$ cat src/hw/rtl/indexed_list_insert_delete_assert.svh
// Assertion macros shared by the indexed list design.
`ifndef INDEXED_LIST_INSERT_DELETE_ASSERT_SVH
`define INDEXED_LIST_INSERT_DELETE_ASSERT_SVH

// Same-cycle implication, sampled on clk_i and disabled while rst_ni is low.
`define ILI_ASSERT_NOW(label, ante, cons, msg) \
  label: assert property (@(posedge clk_i) disable iff (!rst_ni) (ante) |-> (cons)) \
    else $error(msg);

// Next-cycle implication, sampled on clk_i and disabled while rst_ni is low.
`define ILI_ASSERT_NEXT(label, ante, cons, msg) \
  label: assert property (@(posedge clk_i) disable iff (!rst_ni) (ante) |=> (cons)) \
    else $error(msg);

`endif

$ cat src/hw/rtl/ili_pkg.sv
// Types and constants of the indexed list with insert and delete.
package ili_pkg;

  localparam int unsigned CAPACITY = 64;
  localparam int unsigned IDX_W    = $clog2(CAPACITY);
  localparam int unsigned CNT_W    = $clog2(CAPACITY + 1);
  localparam int unsigned VAL_W    = 32;

  typedef enum logic [2:0] {
    OP_GET    = 3'd0,
    OP_SET    = 3'd1,
    OP_APPEND = 3'd2,
    OP_INSERT = 3'd3,
    OP_REMOVE = 3'd4,
    OP_FIND   = 3'd5,
    OP_CLEAR  = 3'd6
  } ili_op_e;

  typedef enum logic [1:0] {
    ST_OK      = 2'd0,
    ST_RANGE   = 2'd1,
    ST_FULL    = 2'd2,
    ST_MISSING = 2'd3
  } ili_status_e;

  typedef struct packed {
    logic [2:0]         operation;
    logic [5:0]         index;
    logic signed [31:0] value;
  } ili_in_t;

  typedef struct packed {
    logic signed [31:0] read_value;
    logic [5:0]         position;
    logic [1:0]         status;
    logic [6:0]         length;
    logic signed [31:0] front_value;
    logic signed [31:0] back_value;
  } ili_out_t;

  typedef struct packed {
    logic             set;
    logic             app;
    logic             ins;
    logic             rem;
    logic             clr;
    logic [5:0]       idx;
    logic [VAL_W-1:0] value;
    logic [CNT_W-1:0] count;
  } ili_cell_ctrl_t;

endpackage

$ cat src/hw/rtl/ili_cell.sv
// One storage cell of the list: holds an element, shifts, writes and compares.
module ili_cell (
  input  logic                         clk_i,
  input  logic [ili_pkg::IDX_W-1:0]    pos_i,
  input  ili_pkg::ili_cell_ctrl_t      ctrl_i,
  input  logic [ili_pkg::VAL_W-1:0]    left_i,
  input  logic [ili_pkg::VAL_W-1:0]    right_i,
  output logic [ili_pkg::VAL_W-1:0]    elem_o,
  output logic                         match_o
);
  import ili_pkg::*;

  logic [VAL_W-1:0] elem_q, elem_d;
  logic             at_idx, past_idx, at_cnt, below_cnt;

  assign at_idx    = (32'(pos_i) == 32'(ctrl_i.idx));
  assign past_idx  = (32'(pos_i) >  32'(ctrl_i.idx));
  assign at_cnt    = (32'(pos_i) == 32'(ctrl_i.count));
  assign below_cnt = (32'(pos_i) <  32'(ctrl_i.count));

  always_comb begin
    elem_d = elem_q;
    if (ctrl_i.clr) begin
      elem_d = '0;
    end else if (ctrl_i.ins && past_idx) begin
      elem_d = left_i;
    end else if (ctrl_i.ins && at_idx) begin
      elem_d = ctrl_i.value;
    end else if (ctrl_i.rem && (past_idx || at_idx)) begin
      elem_d = right_i;
    end else if (ctrl_i.set && at_idx) begin
      elem_d = ctrl_i.value;
    end else if (ctrl_i.app && at_cnt) begin
      elem_d = ctrl_i.value;
    end
  end

  always_ff @(posedge clk_i) begin
    elem_q <= elem_d;
  end

  assign elem_o  = elem_q;
  assign match_o = below_cnt && (elem_q == ctrl_i.value);

endmodule

$ cat config.mk
export PLATFORM = sky130hd
export DESIGN_NAME = ili_cell
export DESIGN_NICKNAME = d
export VERILOG_FILES = /design/src/hw/rtl/indexed_list_insert_delete_assert.svh /design/src/hw/rtl/ili_pkg.sv /design/src/hw/rtl/ili_cell.sv
export SDC_FILE = /design/constraint.sdc
export NUM_CORES = 1
export LEC_CHECK = 0
export BUFFER_PORTS_ARGS = -buffer_cell sky130_fd_sc_hd__buf_4
export CAP_MARGIN = 20
export CORE_MARGIN = 8
export CORE_UTILIZATION = 45
export DETAILED_ROUTE_END_ITERATION = 16
export HOLD_SLACK_MARGIN = 0.06
export PLACE_DENSITY_LB_ADDON = 0.15
export SYNTH_ARGS = -nofsm -noshare
export SYNTH_HDL_FRONTEND = slang
export SYNTH_SLANG_ARGS = --single-unit
$ cat constraint.sdc
create_clock -name clk_i -period 3.5 [get_ports clk_i]
set_input_delay 0.7 -clock clk_i [delete_from_list [all_inputs] [get_ports clk_i]]
set_output_delay 0.7 -clock clk_i [all_outputs]
set_load 0.02 [all_outputs]
# After elaboration in Yosys (flattened, before gate mapping)
# Index checks and enable logic that the tools add are counted.
# word_totals
register_bits,32
in_bits,121
output_inout_bits,33
word_cells,19
# op_classes
magnitude_cmp,2
n_eq_ne,3
mux,5
n_reduce_logical,8
# ops
cell,count
32-bit 2-to-1 mux,5
32-bit == test,1
6-bit by 7-bit == test with 1-bit output,1
6-bit by 7-bit < comparator with 1-bit output,1
6-bit == test,1
6-bit > comparator,1
1-bit logical AND,6
5-bit nonzero test,1
1-bit logical OR,1

# Depth between registers and ports, before layout
# depth
depth_word,7
depth_mapped,10
mapped_depth_nobuf,8

# Worst setup path after synthesis
# OpenSTA, ideal clock, no wires.
# synth_timing
path_kind,input-to-output
from,in ctrl_i[4] in the netlist's numbering
to,out match_o
t_arrival_ns,2.120
required_time_ns,2.800
path_slack_ns,0.680
cell_stages,6
path_buffers,0
cell_sequence,inv_1 > ha_1 > a21o_1 > a21oi_1 > o211ai_1 > nor4_1
# synth_between
elab_chain_len,2
# synth_rtl
element,line,text
from (decl),ili_cell.sv:5,"input ili_pkg::ili_cell_ctrl_t ctrl_i,"
6-bit by 7-bit < comparator with 1-bit output,ili_cell.sv:19,assign below_cnt = (32'(pos_i) < 32'(ctrl_i.count));
1-bit logical AND,ili_cell.sv:43,assign match_o = below_cnt && (elem_q == ctrl_i.value);
to (decl),ili_cell.sv:9,output logic match_o
# Every way passes these cells.

# Worst setup path after layout
# layout_timing
from,in ctrl_i[36] in the netlist's numbering
to,out match_o
# layout_between
elab_chain_len,2
# layout_rtl
element,line
32-bit == test,ili_cell.sv:43
1-bit logical AND,ili_cell.sv:43
# Every way passes these cells.

==> results.toml <==
[cts]
clk_pin_slew_ns = 0.07
cts-hold-fix-buffers = 0
post_cts_buffers = 0
htreeDepth = 2
clock_latency_ns = 0.27
clockBufferDepth = 2
cts_made_buffers = 5
cts_tree = "yes"
cts_sinks = 32
ctsResizeCount = 0
cts_root_buf = "clkbuf_8"

[global_route]
grt_use_met1_pct = 25.6
busiest_layer = "met2"
grt_max_degree = 33
antenna_found_initial = 0
grt_overflow_total = 0
grt_pass1_vias = 3126
grt_util_met3_pct = 6.75
grt_usage_pct = 22.0
grt_pass1_wl_mm = 15.3
grtUsageMet2_pct = 37.1

[power]
vdd_drop_max_mv = 0.314
pwr-share-seq_pct = 32.6
powerDensity_nw_per_um2 = 364
combPwrFrac_pct = 39.9
switching_share_pct = 33.1
clkPwrFrac_pct = 27.5
switchingPower_mw = 0.466
p_int_mw = 0.944
leakagePower_nw = 1.80

[timing]
hold_viol_final = 0
min_period_ns = 2.86
finalCritPeriodShare_pct = 81.7
skew_ns = 0
setup_viol = 0
hold_ws_ns = 0.485
rsz0062_at_grt = "false"
tightest_slew_ns = 0.591
clock.fmax_ghz = 0.350
slew_violations = 0
relSlewSlack_pct = 60.3
finalSetupTns_ns = 0

[placed_design]
place.gp.congestion = 0.829
io_buffers = 153
dpl.cell_count = 522
dpl-instance-area_um2 = 3740
dp_hpwl_mm = 7.41

[synth]
ys.flop_type = "dfxtp_1"
synth_cells = 310
async_flop_share_pct = 0
ys_seq_elements = 32
netlist.area_leader.share_pct = 25.2
ys_seq_area_share_pct = 25.2
synthTopCellsByArea = "dfxtp_1, o32ai_1, xor2_1"
synth_warnings = 0
synth_edf_count = 0
synth.avg_cell_area_um2 = 8.19
netlist_area_um2 = 2540
synth_common_cells = "inv_1, nor2_1"
synth_largest_area_cell = "dfxtp_1"
synth_nets = 443
synth.most_common_cell = "inv_1"
synth_cell_types = 33

[finish]
stdcell_count = 530
fin_nets = 590
final_layout_size_suffix_gt1_share_pct = 38.9
area_growth_pct = 52.4
largest_reg_flops = 32
final_area_um2 = 3870
postLayoutCoreUtil_pct = 70.7
diodes = 0

[floorplanning]
num_rows = 27
ios = 154
die_w_um = 91.1
dieHeight_um = 91.1
die-area_um2 = 8300
initial_core_util_pct = 46.4
coreArea_um2 = 5470

[setup_path]
crit_start = "ctrl_i[36]"
crit_type = "input port to output port"
r2r_setup_slack_ns = 2.86
critPathMaxStageDelay_ns = 0.51
crit_buf_inv = 2
cpLargestDelayFamily = "simple AND/OR/NAND/NOR gates"
slowest_stage = "nor4_1"
start_kind = "input port"
cp.required_ns = 2.80
regToRegStartpoint = "elem_o[20]"
crit_chain = "buf_4, xor2_1, nor4_1, o211ai_1, nor4_1, buf_4"
cp_max_fo = 2
cp_num_cells = 6
worstSetupEndpointType = "output port"
rr_worst_depth = 2
cp.arrival_ns = 2.16

[routing]
wl_mm = 9.49
post_drt_wl_per_cell_um = 17.9
drtIter0Drc = 164
vias = 2911
routed_via_density = 5.49
drt_first_pass_iters = 4
drc = 0
ant_nets = 0

[worst_hold_path]
hold_depth = 2
hp-class = "flip-flop to flip-flop"
min_from = "elem_o[28]"

[flow_run]
maxCapViolations = 0

[status]
status = "finished clean"
==> logic make-up (layout without fill, tap and decap cells) <==
| group | count (synthesis) | after routing | share of synthesized area [%] |
|---|---|---|---|
| AOI/OAI and AO/OA | 76 | 76 | 25.0 |
| xor gates and xnor gates | 32 | 32 | 11.0 |
| DFF | 32 | 32 | 25.2 |
| buffers and inverters | 68 | 216 | 12.1 |
| adders and majority gates | 12 | 12 | 5.91 |
| and+or+nand+nor | 90 | 90 | 20.7 |
==> through the flow <==
step	power, mW	setup slack (ns)
2_1_floorplan	0.771	0.680
3_3_place_gp	1.02	0.591
3_5_place_dp	1.03	0.504
4_1_cts	1.42	0.689
5_1_grt	1.49	0.563
6_report	1.41	0.639
==> cells in the final DEF, fill, tap and decap left out, drive strengths merged <==
| cell type | instances |
|---|---|
| buf | 163 |
| inv | 45 |
| nor2 | 34 |
| nor3b | 32 |
| a211oi | 32 |
| o32ai | 32 |
| dfxtp | 32 |
| xor2 | 31 |
| ha | 12 |
| nor4 | 8 |
| clkbuf | 7 |
| a21oi | 3 |
| nor3 | 3 |
| a21o | 2 |
| o21ai | 2 |
| nand4 | 2 |
| nand3 | 2 |
| or2 | 2 |
| nor2b | 2 |
| xnor2 | 1 |
| o211ai | 1 |
| nand4b | 1 |
| and4 | 1 |
| and3 | 1 |
| nand2 | 1 |
| o21a | 1 |
| o311ai | 1 |
| o41ai | 1 |
| o2111ai | 1 |
| or2b | 1 |
| bufinv | 1 |
==> power groups by stage <==
| stage | Sequential [mW] | Clock, mW | Combinational (mW) |
|---|---|---|---|
| 6_report | 0.460 | 0.387 | 0.563 |
| 5_1_grt | 0.465 | 0.414 | 0.607 |
| 4_1_cts | 0.459 | 0.396 | 0.565 |
| 3_5_place_dp | 0.466 | 0 | 0.563 |
| 3_3_place_gp | 0.465 | 0 | 0.554 |
| 2_1_floorplan | 0.519 | 0 | 0.252 |
==> path summary, 6_finish.rpt <==
check	end
worst max register to register	elem_o[20]
worst max-delay path	match_o
worst min register to register	elem_o[28]
worst min-delay path	elem_o[28]
==> layout make-up <==
type | instances | area [µm²]
multi-input cells | 210 | 1610
inverters | 45 | 169
flip-flops and latches | 32 | 641
clock inverters | 1 | 30.0
fillers | 468 | 1600
well taps | 72 | 90.1
clock buffers | 7 | 96.3
repair buffers | 163 | 1240
==> per-layer routing <==
layer	up-vias	routed length [µm]
met1	1357	3900
met5	-	0
met2	125	4590
li1	1413	-
met3	16	768
met4	0	229
==> tightest hold or removal path: stages (launching register included) <==
cell     delay, ns
dfxtp_1       0.33
inv_1         0.05
o32ai_1       0.05
(Power assumes the default switching activity.)
